<file path="config.mk">
export PLATFORM = sky130hd
export DESIGN_NAME = id3v2_tag_text_extractor_top
export DESIGN_NICKNAME = d
export VERILOG_FILES = /design/src/sv/id3x_pkg.sv /design/src/sv/id3x_parser.sv /design/src/sv/id3x_queue.sv /design/src/sv/id3x_emitter.sv /design/src/sv/id3v2_tag_text_extractor_top.sv
export SDC_FILE = /design/constraint.sdc
export NUM_CORES = 2
export LEC_CHECK = 0
export CAP_MARGIN = 20
export CORE_MARGIN = 1
export CORE_UTILIZATION = 50
export DETAILED_ROUTE_END_ITERATION = 7
export DONT_BUFFER_PORTS = 1
export PLACE_DENSITY_LB_ADDON = 0.12
export RECOVER_POWER = 100
export SLEW_MARGIN = 20
export SYNTH_ARGS = -nofsm -noshare
export SYNTH_HDL_FRONTEND = slang
export SYNTH_SLANG_ARGS = --single-unit
export TNS_END_PERCENT = 1
</file>
<file path="constraint.sdc">
create_clock -name clk -period 12.65 [get_ports clk]
set_clock_uncertainty 0.15 [all_clocks]
set_input_delay 0 -clock clk [delete_from_list [all_inputs] [get_ports clk]]
set_output_delay 0 -clock clk [all_outputs]
set_load 0.02 [all_outputs]
</file>
<file path="src/sv/id3x_pkg.sv">
// Shared types, constants and lookup tables for the ID3v2 tag text extractor.
package id3x_pkg;

    // Number of text slots in the identifier table.
    localparam int NUM_SLOTS = 10;
    // Number of frame body positions searched for an image signature.
    localparam int ART_SCAN  = 128;

    localparam logic [7:0] BIT7 = 8'h80;
    localparam logic [7:0] BIT6 = 8'h40;

    typedef enum logic [2:0] {
        K_ACCEPT   = 3'd0,
        K_ABSENT   = 3'd1,
        K_BAD_VER  = 3'd2,
        K_COMPRESS = 3'd3,
        K_UNIT     = 3'd4,
        K_TEXT_END = 3'd5,
        K_ART      = 3'd6,
        K_TAG_END  = 3'd7
    } kind_t;

    typedef enum logic [2:0] {
        PH_IDLE   = 3'd0,
        PH_HEADER = 3'd1,
        PH_EXT    = 3'd2,
        PH_SKIP   = 3'd3,
        PH_FHEAD  = 3'd4,
        PH_DATA   = 3'd5
    } phase_t;

    typedef enum logic [2:0] {
        TM_NONE = 3'd0,
        TM_ENC  = 3'd1,
        TM_CP   = 3'd2,
        TM_BOM0 = 3'd3,
        TM_BOM1 = 3'd4,
        TM_BE   = 3'd5,
        TM_LE   = 3'd6,
        TM_OFF  = 3'd7
    } text_t;

    typedef enum logic [1:0] {
        AF_NONE = 2'd0,
        AF_SEEN = 2'd1,
        AF_DROP = 2'd2
    } unsync_t;

    // One result item.
    typedef struct packed {
        kind_t        kind;
        logic [3:0]   slot;
        logic [15:0]  unit;
        logic [28:0]  pos;
        logic [31:0]  alen;
    } res_t;

    // All results caused by one input byte.
    typedef struct packed {
        logic [1:0]   cnt;
        logic [7:0]   version;
        res_t [2:0]   res;
    } step_t;

    // CP1252 upper half for bytes 0x80 to 0x9f.
    function automatic logic [15:0] cp_hi(input logic [4:0] idx);
        logic [15:0] u;
        case (idx)
            5'd0:  u = 16'h20ac;
            5'd2:  u = 16'h201a;
            5'd3:  u = 16'h0192;
            5'd4:  u = 16'h201e;
            5'd5:  u = 16'h2026;
            5'd6:  u = 16'h2020;
            5'd7:  u = 16'h2021;
            5'd8:  u = 16'h02c6;
            5'd9:  u = 16'h2030;
            5'd10: u = 16'h0160;
            5'd11: u = 16'h2039;
            5'd12: u = 16'h0152;
            5'd14: u = 16'h017d;
            5'd17: u = 16'h2018;
            5'd18: u = 16'h2019;
            5'd19: u = 16'h201c;
            5'd20: u = 16'h201d;
            5'd21: u = 16'h2022;
            5'd22: u = 16'h2013;
            5'd23: u = 16'h2014;
            5'd24: u = 16'h02dc;
            5'd25: u = 16'h2122;
            5'd26: u = 16'h0161;
            5'd27: u = 16'h203a;
            5'd28: u = 16'h0153;
            5'd30: u = 16'h017e;
            5'd31: u = 16'h0178;
            default: u = 16'h0000;
        endcase
        return u;
    endfunction

    // Three-character v2.2 frame identifiers per slot.
    function automatic logic [23:0] id22(input logic [3:0] s);
        logic [23:0] v;
        unique case (s)
            4'd0: v = "TT1";
            4'd1: v = "TT2";
            4'd2: v = "TT3";
            4'd3: v = "TP1";
            4'd4: v = "TAL";
            4'd5: v = "TCM";
            4'd6: v = "TCR";
            4'd7: v = "TOT";
            4'd8: v = "TOL";
            4'd9: v = "TOA";
            default: v = 24'h000000;
        endcase
        return v;
    endfunction

    // Four-character v2.3 frame identifiers per slot.
    function automatic logic [31:0] id23(input logic [3:0] s);
        logic [31:0] v;
        unique case (s)
            4'd0: v = "TIT1";
            4'd1: v = "TIT2";
            4'd2: v = "TIT3";
            4'd3: v = "TPE1";
            4'd4: v = "TALB";
            4'd5: v = "TCOM";
            4'd6: v = "TCOP";
            4'd7: v = "TOAL";
            4'd8: v = "TOLY";
            4'd9: v = "TOPE";
            default: v = 32'h00000000;
        endcase
        return v;
    endfunction

endpackage

</file>
<file path="src/sv/id3x_parser.sv">
// Front part: takes one tag byte per cycle while take is high and works out all results it causes.
module id3x_parser
    import id3x_pkg::*;
(
    input  logic        clk,
    input  logic        rst_n,
    input  logic        take,
    input  logic [7:0]  data_byte,
    input  logic        tag_start,
    output logic        push,
    output step_t       step
);

    phase_t        phase_reg, phase_next;
    logic [7:0]    hdr_reg [9];
    logic [7:0]    hdr_next [9];
    logic [28:0]   raw_count_reg, raw_count_next;
    logic [27:0]   tag_size_reg, tag_size_next;
    logic [28:0]   clean_offset_reg, clean_offset_next;
    logic          unsync_on_reg, unsync_on_next;
    unsync_t       after_reg, after_next;
    logic [7:0]    tag_version_reg, tag_version_next;
    logic [31:0]   skip_left_reg, skip_left_next;
    logic [7:0]    fh_reg [10];
    logic [7:0]    fh_next [10];
    logic [31:0]   frame_left_reg, frame_left_next;
    logic [8:0]    data_idx_reg, data_idx_next;
    logic [3:0]    cur_slot_reg, cur_slot_next;
    text_t         text_mode_reg, text_mode_next;
    logic          units_any_reg, units_any_next;
    logic [8:0]    low_pending_reg, low_pending_next;
    logic [NUM_SLOTS-1:0] filled_reg, filled_next;
    logic [23:0]   art_window_reg, art_window_next;
    logic          art_index_reg, art_index_next;

    always_comb
    begin
        logic [7:0]  b;
        logic [1:0]  nres;
        res_t [2:0]  res;
        logic        ok;
        logic [27:0] size;
        logic [28:0] pos_hdr;
        logic        pass;
        logic [31:0] fsize;
        logic [7:0]  fmt;
        logic [2:0]  extras;
        logic [32:0] sum;
        logic [7:0]  c3;
        logic [3:0]  found;
        logic        have;
        logic [31:0] fl0;
        logic [8:0]  d;
        logic        hit_j;
        logic        hit_p;
        logic [1:0]  k;
        logic        put;
        logic [15:0] u;
        logic [15:0] v;
        logic [3:0]  hlen;

        b = data_byte;
        nres = 2'd0;
        res = '0;
        ok = 1'b0; size = '0; pos_hdr = '0; pass = 1'b1; fsize = '0; fmt = '0;
        extras = '0; sum = '0; c3 = '0; found = '0; have = 1'b0; fl0 = '0; d = '0;
        hit_j = 1'b0; hit_p = 1'b0; k = '0; put = 1'b0; u = '0; v = '0; hlen = '0;

        phase_next        = phase_reg;
        hdr_next          = hdr_reg;
        raw_count_next    = raw_count_reg;
        tag_size_next     = tag_size_reg;
        clean_offset_next = clean_offset_reg;
        unsync_on_next    = unsync_on_reg;
        after_next        = after_reg;
        tag_version_next  = tag_version_reg;
        skip_left_next    = skip_left_reg;
        fh_next           = fh_reg;
        frame_left_next   = frame_left_reg;
        data_idx_next     = data_idx_reg;
        cur_slot_next     = cur_slot_reg;
        text_mode_next    = text_mode_reg;
        units_any_next    = units_any_reg;
        low_pending_next  = low_pending_reg;
        filled_next       = filled_reg;
        art_window_next   = art_window_reg;
        art_index_next    = art_index_reg;

        if (take)
        begin
            // A start mark drops any parse in progress.
            if (tag_start)
            begin
                phase_next        = PH_HEADER;
                raw_count_next    = '0;
                tag_size_next     = '0;
                clean_offset_next = '0;
                unsync_on_next    = 1'b0;
                after_next        = AF_NONE;
                tag_version_next  = '0;
                skip_left_next    = '0;
                frame_left_next   = '0;
                data_idx_next     = '0;
                cur_slot_next     = '0;
                text_mode_next    = TM_NONE;
                units_any_next    = 1'b0;
                low_pending_next  = '0;
                filled_next       = '0;
                art_window_next   = '0;
                art_index_next    = 1'b0;
            end

            if (phase_next == PH_HEADER)
            begin
                // Tag header: collect nine bytes, judge on the tenth.
                if (raw_count_next < 29'd9)
                begin
                    hdr_next[raw_count_next[3:0]] = b;
                    raw_count_next = raw_count_next + 29'd1;
                end
                else
                begin
                    tag_version_next = hdr_next[3];
                    ok = hdr_next[0] == 8'h49 && hdr_next[1] == 8'h44 && hdr_next[2] == 8'h33
                         && hdr_next[3] != 8'hff && hdr_next[4] != 8'hff
                         && !hdr_next[6][7] && !hdr_next[7][7] && !hdr_next[8][7] && !b[7];
                    size = {hdr_next[6][6:0], hdr_next[7][6:0], hdr_next[8][6:0], b[6:0]};
                    pos_hdr = {1'b0, size} + 29'd10;
                    phase_next = PH_IDLE;
                    if (!ok || size == '0)
                    begin
                        res[nres] = '{kind: K_ABSENT, slot: '0, unit: '0, pos: '0, alen: '0};
                        nres = nres + 2'd1;
                    end
                    else if (hdr_next[3] != 8'd2 && hdr_next[3] != 8'd3)
                    begin
                        res[nres] = '{kind: K_BAD_VER, slot: '0, unit: '0, pos: pos_hdr,
                                      alen: '0};
                        nres = nres + 2'd1;
                    end
                    else if (hdr_next[3] == 8'd2 && (hdr_next[5] & BIT6) != 8'h00)
                    begin
                        res[nres] = '{kind: K_COMPRESS, slot: '0, unit: '0, pos: pos_hdr,
                                      alen: '0};
                        nres = nres + 2'd1;
                    end
                    else
                    begin
                        tag_size_next     = size;
                        unsync_on_next    = (hdr_next[5] & BIT7) != 8'h00;
                        raw_count_next    = '0;
                        clean_offset_next = '0;
                        after_next        = AF_NONE;
                        frame_left_next   = '0;
                        res[nres] = '{kind: K_ACCEPT, slot: '0, unit: '0, pos: pos_hdr,
                                      alen: '0};
                        nres = nres + 2'd1;
                        if (hdr_next[3] == 8'd3 && (hdr_next[5] & BIT6) != 8'h00)
                            phase_next = PH_EXT;
                        else
                            phase_next = PH_FHEAD;
                    end
                end
            end
            else if (phase_next != PH_IDLE)
            begin
                // Unsynchronisation: drop a 00 after an ff outside the last two bytes.
                if (after_next == AF_DROP)
                    after_next = AF_NONE;
                else if (after_next == AF_SEEN && b == 8'h00)
                begin
                    pass = 1'b0;
                    after_next = AF_DROP;
                end
                else if (unsync_on_next && b == 8'hff
                         && (raw_count_next + 29'd2) < {1'b0, tag_size_next})
                    after_next = AF_SEEN;
                else
                    after_next = AF_NONE;

                if (pass)
                begin
                    case (phase_next)
                        PH_EXT:
                        begin
                            fh_next[{2'b00, frame_left_next[1:0]}] = b;
                            frame_left_next = frame_left_next + 32'd1;
                            if (frame_left_next == 32'd4)
                            begin
                                skip_left_next = {fh_next[0], fh_next[1], fh_next[2],
                                                  fh_next[3]};
                                frame_left_next = '0;
                                phase_next = (skip_left_next == '0) ? PH_FHEAD : PH_SKIP;
                            end
                        end
                        PH_SKIP:
                        begin
                            skip_left_next = skip_left_next - 32'd1;
                            if (skip_left_next == '0)
                            begin
                                phase_next = PH_FHEAD;
                                frame_left_next = '0;
                            end
                        end
                        PH_FHEAD:
                        begin
                            hlen = (tag_version_next == 8'd2) ? 4'd6 : 4'd10;
                            fh_next[frame_left_next[3:0]] = b;
                            frame_left_next = frame_left_next + 32'd1;
                            if (frame_left_next[3:0] == hlen)
                            begin
                                // Frame header complete: size, flags and identifier.
                                if (tag_version_next == 8'd3)
                                begin
                                    c3 = fh_next[3];
                                    fsize = {fh_next[4], fh_next[5], fh_next[6], fh_next[7]};
                                    fmt = fh_next[9];
                                end
                                else
                                begin
                                    c3 = 8'h00;
                                    fsize = {8'h00, fh_next[3], fh_next[4], fh_next[5]};
                                    fmt = 8'h00;
                                end
                                extras = ((fmt & BIT7) != 8'h00 ? 3'd4 : 3'd0)
                                       + ((fmt & BIT6) != 8'h00 ? 3'd1 : 3'd0);
                                if (extras != 3'd0 || fsize == '0)
                                begin
                                    sum = {1'b0, fsize} + {30'd0, extras};
                                    skip_left_next = sum[32] ? 32'hffffffff : sum[31:0];
                                    frame_left_next = '0;
                                    phase_next = (skip_left_next == '0) ? PH_FHEAD : PH_SKIP;
                                end
                                else
                                begin
                                    frame_left_next  = fsize;
                                    data_idx_next    = '0;
                                    art_window_next  = '0;
                                    art_index_next   = 1'b0;
                                    text_mode_next   = TM_NONE;
                                    units_any_next   = 1'b0;
                                    low_pending_next = '0;
                                    if ({fh_next[0], fh_next[1], fh_next[2]} == "PIC"
                                        || ({fh_next[0], fh_next[1], fh_next[2]} == "API"
                                            && c3 == "C"))
                                        phase_next = PH_DATA;
                                    else
                                    begin
                                        for (int i = NUM_SLOTS - 1; i >= 0; i--)
                                        begin
                                            if ({fh_next[0], fh_next[1], fh_next[2]}
                                                    == id22(4'(i))
                                                || {fh_next[0], fh_next[1], fh_next[2], c3}
                                                    == id23(4'(i)))
                                            begin
                                                found = 4'(i);
                                                have = 1'b1;
                                            end
                                        end
                                        if (!have || filled_next[found])
                                        begin
                                            skip_left_next = fsize;
                                            frame_left_next = '0;
                                            phase_next = PH_SKIP;
                                        end
                                        else
                                        begin
                                            cur_slot_next = found;
                                            text_mode_next = TM_ENC;
                                            phase_next = PH_DATA;
                                        end
                                    end
                                end
                            end
                        end
                        PH_DATA:
                        begin
                            d = data_idx_next;
                            fl0 = frame_left_next;
                            frame_left_next = fl0 - 32'd1;
                            if (data_idx_next != 9'h1ff)
                                data_idx_next = data_idx_next + 9'd1;
                            if (text_mode_next == TM_NONE)
                            begin
                                // Image signature search over a three-byte window.
                                if (!art_index_next)
                                begin
                                    hit_j = d >= 9'd2 && d < 9'(ART_SCAN + 2)
                                            && art_window_next[15:8] == 8'hff
                                            && art_window_next[7:0] == 8'hD8 && b == 8'hff;
                                    hit_p = d >= 9'd3 && d < 9'(ART_SCAN + 3)
                                            && art_window_next[23:16] == 8'h89
                                            && art_window_next[15:8] == 8'h50
                                            && art_window_next[7:0] == 8'h4E && b == 8'h47;
                                    k = hit_p ? 2'd3 : 2'd2;
                                    if (hit_j || hit_p)
                                    begin
                                        res[nres] = '{kind: K_ART, slot: '0, unit: '0,
                                            pos: clean_offset_next + 29'd10 - {27'd0, k},
                                            alen: fl0 + {30'd0, k}};
                                        nres = nres + 2'd1;
                                        art_index_next = 1'b1;
                                    end
                                end
                                art_window_next = {art_window_next[15:0], b};
                            end
                            else
                            begin
                                // Text decoding by encoding state.
                                case (text_mode_next)
                                    TM_ENC:
                                        text_mode_next = (b == 8'd0) ? TM_CP
                                                       : (b == 8'd1) ? TM_BOM0 : TM_OFF;
                                    TM_CP:
                                    begin
                                        put = 1'b1;
                                        u = (b[7:5] == 3'b100) ? cp_hi(b[4:0]) : {8'h00, b};
                                    end
                                    TM_BOM0:
                                    begin
                                        low_pending_next = {1'b0, b};
                                        text_mode_next = TM_BOM1;
                                    end
                                    TM_BOM1:
                                    begin
                                        v = {low_pending_next[7:0], b};
                                        low_pending_next = '0;
                                        if (v == 16'hfeff)
                                            text_mode_next = TM_BE;
                                        else if (v == 16'hfffe)
                                            text_mode_next = TM_LE;
                                        else
                                        begin
                                            text_mode_next = TM_BE;
                                            put = 1'b1;
                                            u = v;
                                        end
                                    end
                                    TM_BE, TM_LE:
                                    begin
                                        if (low_pending_next[8])
                                        begin
                                            u = (text_mode_next == TM_BE)
                                                ? {low_pending_next[7:0], b}
                                                : {b, low_pending_next[7:0]};
                                            low_pending_next = '0;
                                            put = 1'b1;
                                        end
                                        else
                                            low_pending_next = {1'b1, b};
                                    end
                                    default: ;
                                endcase
                                if (put)
                                begin
                                    if (!units_any_next && u == 16'h0000)
                                        text_mode_next = TM_OFF;
                                    else
                                    begin
                                        filled_next[cur_slot_next] = 1'b1;
                                        res[nres] = '{kind: K_UNIT, slot: cur_slot_next,
                                                      unit: u, pos: '0, alen: '0};
                                        nres = nres + 2'd1;
                                        units_any_next = 1'b1;
                                    end
                                end
                            end
                            if (frame_left_next == '0)
                            begin
                                if (text_mode_next != TM_NONE && units_any_next)
                                begin
                                    res[nres] = '{kind: K_TEXT_END, slot: cur_slot_next,
                                                  unit: '0, pos: '0, alen: '0};
                                    nres = nres + 2'd1;
                                end
                                text_mode_next = TM_NONE;
                                phase_next = PH_FHEAD;
                            end
                        end
                        default: ;
                    endcase
                    clean_offset_next = clean_offset_next + 29'd1;
                end

                // End of the raw tag closes any open text.
                raw_count_next = raw_count_next + 29'd1;
                if (raw_count_next == {1'b0, tag_size_next})
                begin
                    if (phase_next == PH_DATA && text_mode_next != TM_NONE && units_any_next)
                    begin
                        res[nres] = '{kind: K_TEXT_END, slot: cur_slot_next, unit: '0,
                                      pos: '0, alen: '0};
                        nres = nres + 2'd1;
                    end
                    res[nres] = '{kind: K_TAG_END, slot: '0, unit: '0,
                                  pos: {1'b0, tag_size_next} + 29'd10, alen: '0};
                    nres = nres + 2'd1;
                    phase_next = PH_IDLE;
                    text_mode_next = TM_NONE;
                end
            end
        end

        push = take && nres != 2'd0;
        step.cnt = nres;
        step.version = tag_version_next;
        step.res = res;
    end

    // Parse state registers.
    always_ff @(posedge clk or negedge rst_n)
    begin
        if (!rst_n)
        begin
            phase_reg        <= PH_IDLE;
            raw_count_reg    <= '0;
            tag_size_reg     <= '0;
            clean_offset_reg <= '0;
            unsync_on_reg    <= 1'b0;
            after_reg        <= AF_NONE;
            tag_version_reg  <= '0;
            skip_left_reg    <= '0;
            frame_left_reg   <= '0;
            data_idx_reg     <= '0;
            cur_slot_reg     <= '0;
            text_mode_reg    <= TM_NONE;
            units_any_reg    <= 1'b0;
            low_pending_reg  <= '0;
            filled_reg       <= '0;
            art_window_reg   <= '0;
            art_index_reg    <= 1'b0;
        end
        else
        begin
            phase_reg        <= phase_next;
            raw_count_reg    <= raw_count_next;
            tag_size_reg     <= tag_size_next;
            clean_offset_reg <= clean_offset_next;
            unsync_on_reg    <= unsync_on_next;
            after_reg        <= after_next;
            tag_version_reg  <= tag_version_next;
            skip_left_reg    <= skip_left_next;
            frame_left_reg   <= frame_left_next;
            data_idx_reg     <= data_idx_next;
            cur_slot_reg     <= cur_slot_next;
            text_mode_reg    <= text_mode_next;
            units_any_reg    <= units_any_next;
            low_pending_reg  <= low_pending_next;
            filled_reg       <= filled_next;
            art_window_reg   <= art_window_next;
            art_index_reg    <= art_index_next;
        end
    end

    // Header and frame header byte stores.
    always_ff @(posedge clk)
    begin
        hdr_reg <= hdr_next;
        fh_reg  <= fh_next;
    end

endmodule

</file>
<file path="src/sv/id3x_queue.sv">
// Two-entry queue of per-byte result groups between the parser and the output stage.
module id3x_queue
    import id3x_pkg::*;
(
    input  logic  clk,
    input  logic  rst_n,
    input  logic  push,
    input  step_t wr_data,
    input  logic  pop,
    output step_t head,
    output logic  empty,
    output logic  full
);

    step_t       mem_reg [2];
    logic        wr_ptr_reg, wr_ptr_next;
    logic        rd_ptr_reg, rd_ptr_next;
    logic [1:0]  count_reg, count_next;

    // Pointer and fill count update.
    always_comb
    begin
        wr_ptr_next = wr_ptr_reg ^ push;
        rd_ptr_next = rd_ptr_reg ^ pop;
        count_next  = count_reg + {1'b0, push} - {1'b0, pop};
    end

    always_ff @(posedge clk or negedge rst_n)
    begin
        if (!rst_n)
        begin
            wr_ptr_reg <= 1'b0;
            rd_ptr_reg <= 1'b0;
            count_reg  <= '0;
        end
        else
        begin
            wr_ptr_reg <= wr_ptr_next;
            rd_ptr_reg <= rd_ptr_next;
            count_reg  <= count_next;
        end
    end

    // Entry storage.
    always_ff @(posedge clk)
    begin
        if (push)
            mem_reg[wr_ptr_reg] <= wr_data;
    end

    assign head  = mem_reg[rd_ptr_reg];
    assign empty = count_reg == 2'd0;
    assign full  = count_reg == 2'd2;

endmodule

</file>
<file path="src/sv/id3x_emitter.sv">
// Back part: hands out the results of the queue head one request at a time.
module id3x_emitter
    import id3x_pkg::*;
(
    input  logic         clk,
    input  logic         rst_n,
    input  step_t        head,
    input  logic         empty,
    output logic         pop,
    output logic         out_valid,
    input  logic         out_ready,
    output logic [2:0]   kind,
    output logic [3:0]   slot,
    output logic [15:0]  code_unit,
    output logic [7:0]   version,
    output logic [28:0]  position,
    output logic [31:0]  art_length,
    output logic         last
);

    logic [1:0] idx_reg, idx_next;
    res_t       cur;

    // Select the current result of the group and step through it.
    always_comb
    begin
        cur        = head.res[idx_reg];
        out_valid  = !empty;
        last       = idx_reg == (head.cnt - 2'd1);
        kind       = cur.kind;
        slot       = cur.slot;
        code_unit  = cur.unit;
        version    = head.version;
        position   = cur.pos;
        art_length = cur.alen;
        pop        = out_valid && out_ready && last;
        idx_next   = idx_reg;
        if (out_valid && out_ready)
            idx_next = last ? 2'd0 : idx_reg + 2'd1;
    end

    always_ff @(posedge clk or negedge rst_n)
    begin
        if (!rst_n)
            idx_reg <= '0;
        else
            idx_reg <= idx_next;
    end

endmodule

</file>
<file path="src/sv/id3v2_tag_text_extractor_top.sv">
// A byte's results are registered in the queue and offered from its head after any earlier groups.
// Throughput: one byte per cycle while the queue is not full; a byte with several results
// hands them out one at a time, and a two-group queue lets the parser run ahead meanwhile.
// Bytes that cause no result take no queue entry.
// Reset (rst_n low, asynchronous) returns the parser to idle and empties the queue.
module id3v2_tag_text_extractor_top
    import id3x_pkg::*;
(
    input  logic         clk,
    input  logic         rst_n,
    input  logic         in_valid,
    output logic         in_ready,
    input  logic [7:0]   data_byte,
    input  logic         tag_start,
    output logic         out_valid,
    input  logic         out_ready,
    output logic [2:0]   kind,
    output logic [3:0]   slot,
    output logic [15:0]  code_unit,
    output logic [7:0]   version,
    output logic [28:0]  position,
    output logic [31:0]  art_length,
    output logic         last
);

    logic  push;
    logic  pop;
    logic  empty;
    logic  full;
    step_t step;
    step_t head;

    assign in_ready = !full;

    id3x_parser u_parser (
        .clk       (clk),
        .rst_n     (rst_n),
        .take      (in_valid && in_ready),
        .data_byte (data_byte),
        .tag_start (tag_start),
        .push      (push),
        .step      (step)
    );

    id3x_queue u_queue (
        .clk     (clk),
        .rst_n   (rst_n),
        .push    (push),
        .wr_data (step),
        .pop     (pop),
        .head    (head),
        .empty   (empty),
        .full    (full)
    );

    id3x_emitter u_emitter (
        .clk        (clk),
        .rst_n      (rst_n),
        .head       (head),
        .empty      (empty),
        .pop        (pop),
        .out_valid  (out_valid),
        .out_ready  (out_ready),
        .kind       (kind),
        .slot       (slot),
        .code_unit  (code_unit),
        .version    (version),
        .position   (position),
        .art_length (art_length),
        .last       (last)
    );

endmodule

</file>
**Yosys cells after proc, flatten, opt, wreduce, memory -nomap -nowiden**

Memory sizes are Yosys's and may differ from the RTL's.
Index checks and enable logic that the tools add are counted.

- Bits in registers: 383
- Bits in writable memories: 524
- Bits in read-only memories: 352
- Input bits: 13
- Output and inout bits: 95
- Memories kept: 2

- Add/sub/neg operators: 21
- Order comparisons: 22
- Equality and inequality tests: 65
- Muxes and demuxes: 542
- Bitwise gates (word level): 7
- Reduce and logical (&&, ||, !) cells: 82

Memory list:

| name | depth | bits a word | rd ports | clocked after Yosys merged registers in | wr ports | line | RTL |
|---|---|---|---|---|---|---|---|
| u_queue.mem_reg | 2 | 262 | 1 | 0 | 1 | id3x_queue.sv:15 | `step_t mem_reg [2];` |
| (name not given) | 32 | 11 | 1 | 0 | 0 | id3x_pkg.sv:68 | `case (idx)` |

Operator list:

| operator | number |
|---|---|
| $mux 252 | 15 |
| $mux 32 | 113 |
| $mux 24 | 88 |
| $mux 84 | 18 |
| $bwmux 252 | 3 |
| $demux 84 s2 | 3 |
| $mux 29 | 17 |
| $eq 32x32->1 | 10 |
| $eq 24x24->1 | 10 |
| $mux 28 | 7 |
| $mux 16 | 11 |
| $mux 8 | 22 |
| $bmux 84 s2 | 1 |
| $mux 168 | 1 |
| $bwmux 80 | 2 |
| $logic_not 32->1 | 5 |
| $pmux 80 s2 | 1 |
| $mux 9 | 17 |
| $mux 3 | 48 |
| $mux 4 | 32 |
| $pmux 32 s4 | 1 |
| $demux 8 s4 | 3 |
| $pmux 32 s3 | 1 |
| $mux 10 | 9 |
| 77 further kinds | 301 |

**Depth between registers and ports, before layout**

- Depth after elaboration: 77
- Gate-level depth with buffers: 40

**Modules after synthesis**

A second synthesis with hierarchy kept.

- Cells, all modules: 6037
- Area total of the unflattened synthesis: 57885.5 um^2

By module, submodules not included:

| module | instances | cells each | area an instance (um^2) |
|---|---|---|---|
| id3x_parser | 1 | 4898 | 36503.8 |
| id3x_queue | 1 | 831 | 19378.6 |
| id3x_emitter | 1 | 306 | 1993.2 |
| id3v2_tag_text_extractor_top | 1 | 2 | 10.0 |

**Worst setup path before layout**

Ideal clock, no wire load.

- Kind: input to register
- Start point: input port tag_start
- End point: memory u_queue.mem_reg[1][0] (netlist bit), enable pin
- Library setup time: 0.545 ns
- Arrival: 10.291 ns
- Required time: 11.955 ns
- Setup slack: 1.664 ns
- Cell stages on the path: 29
- Path buffers: 12
- Cell sequence: buf_6 inv_1 buf_2 clkbuf_1 buf_1 clkbuf_1 clkbuf_1 clkbuf_1 clkbuf_1 buf_1 clkbuf_1 clkbuf_1 nand2_1 inv_1 ha_1 nand3_1 or3_1 or3_1 clkbuf_1 or3_1 nor3_1 xor2_1 a2111oi_0 a31o_2 nand2_1 a21oi_1 xnor2_1 o21ai_0 ha_1

- Longest elaborated chain between the ends: 64
- Elaborated cells on any way between the ends: 318

Ends and longest elaborated chain:

| what | line | RTL |
|---|---|---|
| start: declaration | id3v2_tag_text_extractor_top.sv:14 | `input logic tag_start,` |
| $mux 32 | id3x_parser.sv:92 | `if (tag_start)` |
| $mux 32 | id3x_parser.sv:89 | `if (take)` |
| $not 4->5 (not written as such) | id3x_parser.sv:208 | `fh_next[frame_left_next[3:0]] = b;` |
| $ge 5x5->1 (not written as such) or $lt 5x1->1 (tied branches) | id3x_parser.sv:208 |  |
| $logic_and 1x1->1 (not written as such) | id3x_parser.sv:208 |  |
| $mux 8 (not written as such) | id3x_parser.sv:208 |  |
| $demux 8 s4 | id3x_parser.sv:208 |  |
| $bwmux 80 | id3x_parser.sv:208 |  |
| [48 not listed] | n/a |  |
| $mux 2 | id3x_parser.sv:387 | `if (raw_count_next == {1'b0, tag_size_next})` |
| $mux 2 | id3x_parser.sv:165 | `else if (phase_next != PH_IDLE)` |
| $mux 2 (*) | id3x_parser.sv:113 | `if (phase_next == PH_HEADER)` |
| $mux 2 (*) | id3x_parser.sv:89 |  |
| $reduce_bool 2->1 (*) | id3x_parser.sv:404 | `push = take && nres != 2'd0;` |
| $logic_and 1x1->1 (*) | id3x_parser.sv:404 |  |
| $mux 1 (*) | id3x_queue.sv:47 | `if (push)` |
| $mux 1 (not written as such) (*) | id3x_queue.sv:48 | `mem_reg[wr_ptr_reg] <= wr_data;` |
| end: declaration | id3x_queue.sv:15 |  |

Mark *: on every way between the ends. The rest lies on a longest branch, timed or not. The select of a mux whose other input is x is not followed.

==> flow_metrics.env <==
export IMPL_status="finished, violations left"
export IMPL_violations="max-capacitance violations, max-slew violations"
export IMPL_fin_tns_setup_ns=0
export IMPL_fmax_mhz=89.1
export IMPL_setup_viol=0
export IMPL_fin_crit_sh_pct=88.7
export IMPL_dp_cells=6190
export IMPL_required_ns=12.80
export IMPL_critPathKind="input pin to flop"
export IMPL_power_leakage_nw=18.5
export IMPL_route_vias_total=43900
export IMPL_io_pins=108
export IMPL_worstPathCellList="dlygate4sd3_1, clkbuf_1, inv_1, clkbuf_1, nor4_1, o221a_2, a21oi_1, o311ai_0, nor3_1, and3_1, o311ai_0, nand4b_2, clkbuf_1, nand4_1, nor4b_1, and2_1, a21oi_1, ha_1, nand2_1, a21oi_1, nor2_1, o21ai_0, ha_4, buf_4"
export IMPL_synth_area_mm2=0.0471
export IMPL_synth_xor_area_share_pct=4.78
export IMPL_crit_arrival_ns=11.38
export IMPL_p_comb_share_pct=37.5
export IMPL_seq_area_frac_synth_pct=41.6
export IMPL_largest_reg_flops=328
export IMPL_grt_start_max_net_pins=232
export IMPL_max_stage_delay_ns=2.08
export IMPL_syn_inst=5227
export IMPL_final_core_util_pct=54.3
export IMPL_drcViolationCount=0
export IMPL_startpoint="data_byte[6]"
export IMPL_min_from="tag_start"
export IMPL_die_w_um=309
export IMPL_pwr_share_seq_pct=35.5
export IMPL_die_h_um=309
export IMPL_cts_root_buffer="clkbuf_16"
export IMPL_dp_hpwl_um=131000
export IMPL_relSlewSlack_pct=-323
export IMPL_end_kind="flop"
export IMPL_rsz0062_at_grt="false"
export IMPL_cap_violations=24
export IMPL_wl_per_cell_um=30.4
export IMPL_cts_tree="yes"
export IMPL_syn_area_per_cell_um2=9.02
export IMPL_postSynthNetCount=5359
export IMPL_rows=112
export IMPL_drt_first_pass_iters=6
export IMPL_yosys_area_share_adder_pct=3.17
export IMPL_via_per_inst=6.89
export IMPL_slew_violations=883
export IMPL_drt_iter0_drc=5808
export IMPL_path_clk_slew_ns=0.06
export IMPL_yosys_area_share_simple_pct=21.1
export IMPL_irDropWorstVdd_mv=0.115
export IMPL_swShare_pct=42.0
export IMPL_finalHoldViolCount=0
export IMPL_cp_slowest_cell="clkbuf_1"
export IMPL_cts_max_level=3
export IMPL_holdWs_ns=0.0296
export IMPL_critPathTopFamily="buffers and inverters"
export IMPL_tightest_slew_ns=6.35
export IMPL_instances_no_fill=6367
export IMPL_clkLatencyLatePin_ns=0.70
export IMPL_p_clk_share_pct=27.0
export IMPL_ys_ff_latch=691
export IMPL_cts_sinks=691
export IMPL_yosysUniqueCellTypes=102
export IMPL_period_minus_slack_ns=11.22
export IMPL_hold_class="input pin to flop"
export IMPL_initial_utilization_pct=50.5
export IMPL_drive_gt1_share_pct=6.75
export IMPL_grt_pass1_wl_um=281000
export IMPL_cp_max_fo=47
export IMPL_synth_top_family_by_area="simple AND/OR/NAND/NOR gates"
export IMPL_drt_wl_total_um=193000
export IMPL_fin_nets=5175
export IMPL_coreArea_mm2=0.0933
export IMPL_synth_compound_area_share_pct=19.4
export IMPL_area_growth_pct=7.55
export IMPL_muxShareOfSynthArea_pct=5.45
export IMPL_power_switching_w=0.00363
export IMPL_async_reset_ff_share_pct=33.4
export IMPL_synth_top_area_cell="edfxtp_1"
export IMPL_place_congestion=1.06
export IMPL_start_kind="input pin"
export IMPL_grt_usage_pct=39.9
export IMPL_dieArea_mm2=0.0955
export IMPL_path_buf_inv=6
export IMPL_synth_area_leaders="edfxtp_1 29%, dfrtp_1 12%, nand2_1 4.5%, nor2_1 4.5%, o21ai_0 3.8%"
export IMPL_r2r_start="u_parser.frame_left_reg[2]"
export IMPL_antenna_found_initial=10
export IMPL_port_buffers=0
export IMPL_synth_edff_count=460
export IMPL_numCtsBuffers=78
export IMPL_yosys_warnings=0
export IMPL_grt_ovfl_total=0
export IMPL_power_density_mw_per_mm2=171
export IMPL_postCtsSetupBuffers=0
export IMPL_cts_path_max_buffers=3
export IMPL_ant_nets=0
export IMPL_synth_common_cells="562 x nand2_1, 559 x nor2_1, 460 x edfxtp_1, 359 x o21ai_0, 299 x a21oi_1"
export IMPL_grt_pass1_vias=41400
export IMPL_synthFlopType="edfxtp_1"
export IMPL_synth_most_common_cell="nand2_1"
export IMPL_internal_power_w=0.00502
export IMPL_synth_top_cell_area_share_pct=29.3
[worst reg2reg max path, cell delays in order, from the launching register on]
cell and delay, ns:
dfrtp_1 0.83, nor3b_1 1.56, nand3_1 0.23, and2_0 0.35, mux2i_1 0.32, ha_1 0.27, nand2_1 0.09, a211o_1 0.31
a311oi_1 0.73, nand2_1 0.31, nor4_1 0.42, xnor2_1 0.19, a221oi_1 0.11, nand4_1 0.29, a2bb2oi_1 0.16, nor4b_1 0.74
and2_1 0.41, a21oi_1 0.18, ha_1 0.31, nand2_1 0.05, a21oi_1 0.22, nor2_1 0.07, o21ai_0 0.30, ha_4 0.59
buf_4 0.65
[power by group through the flow]
stage / combinational [W] / clock (W) / sequential (W)
6_report: 0.00324 / 0.00233 / 0.00307
5_1_grt: 0.00342 / 0.00243 / 0.00309
4_1_cts: 0.00314 / 0.00235 / 0.00305
3_5_place_dp: 0.00306 / 0 / 0.00310
3_3_place_gp: 0.00305 / 0 / 0.00309
2_1_floorplan: 0.00228 / 0 / 0.00291
[layout make-up]
type / count / area [um2]
Sequential cell: 691 / 19600
Inverter: 154 / 579
Clock inverter: 50 / 498
Clock buffer: 96 / 2090
Multi-Input combinational cell: 3997 / 25500
Tap cell: 1254 / 1570
Timing Repair Buffer: 121 / 900
Antenna cell: 4 / 10.0
Fill cell: 8669 / 42600
[placed cells by master, fill, tap and decap left out, types with 144 or more instances in the layout]
cell and instances:
nand3_1 178, edfxtp_1 460, o21ai_0 360, nand2_1 560, dfrtp_1 229, inv_1 153
a21oi_1 297, nor2_1 559, xnor2_1 174, mux2i_1 144
[path summary, 6_finish.rpt]
check,to,slack (ns),cells after the start
worst max register to register,u_queue.mem_reg[0][14],2.38,24
worst min-delay path,u_parser.data_idx_reg[3],0.03,4
min in group asynchronous,u_emitter.idx_reg[1],2.62,3
worst min register to register,u_parser.unsync_on_reg,0.34,1
max in group asynchronous,u_parser.frame_left_reg[20],3.48,4
worst max-delay path,u_queue.mem_reg[0][14],1.43,24
[logic make-up (layout without fill, tap and decap cells)]
logic type	Yosys count	in the layout
AND/OR/NAND/NOR	2026	2026
AO/OA/AOI/OAI	1385	1385
flip-flops	691	691
buffers and inverters	539	421
XOR/XNOR	257	257
multiplexers	210	210
adder cells (fa/ha/maj)	119	119
other	0	4
[per-stage QoR]
stage	instance area, um2	worst slack (ns)	total power, W
after floorplan	47100	1.66	0.00519
after global placement	48000	3.47	0.00614
after detailed placement	48000	3.33	0.00616
after CTS	51000	3.29	0.00855
after global routing	50700	1.30	0.00894
final	50700	1.43	0.00865
[routing by layer]
layer | part of all wire (%) | vias up | track usage (%)
met3 | 9.5 | 758 | 8.34
met1 | 36 | 21300 | 47.9
met2 | 44 | 2675 | 61.4
li1 | - | 19100 | -
met4 | 9.6 | 8 | 33.7
met5 | 0.028 | - | 0
[repair_timing]
action	in CTS	in global routing
resized for setup	0	0
hold endpoints to repair	724	98
hold buffers	25	1
endpoints found under the setup margin	0	0
Note: power is estimated with default switching activity, not from simulation.
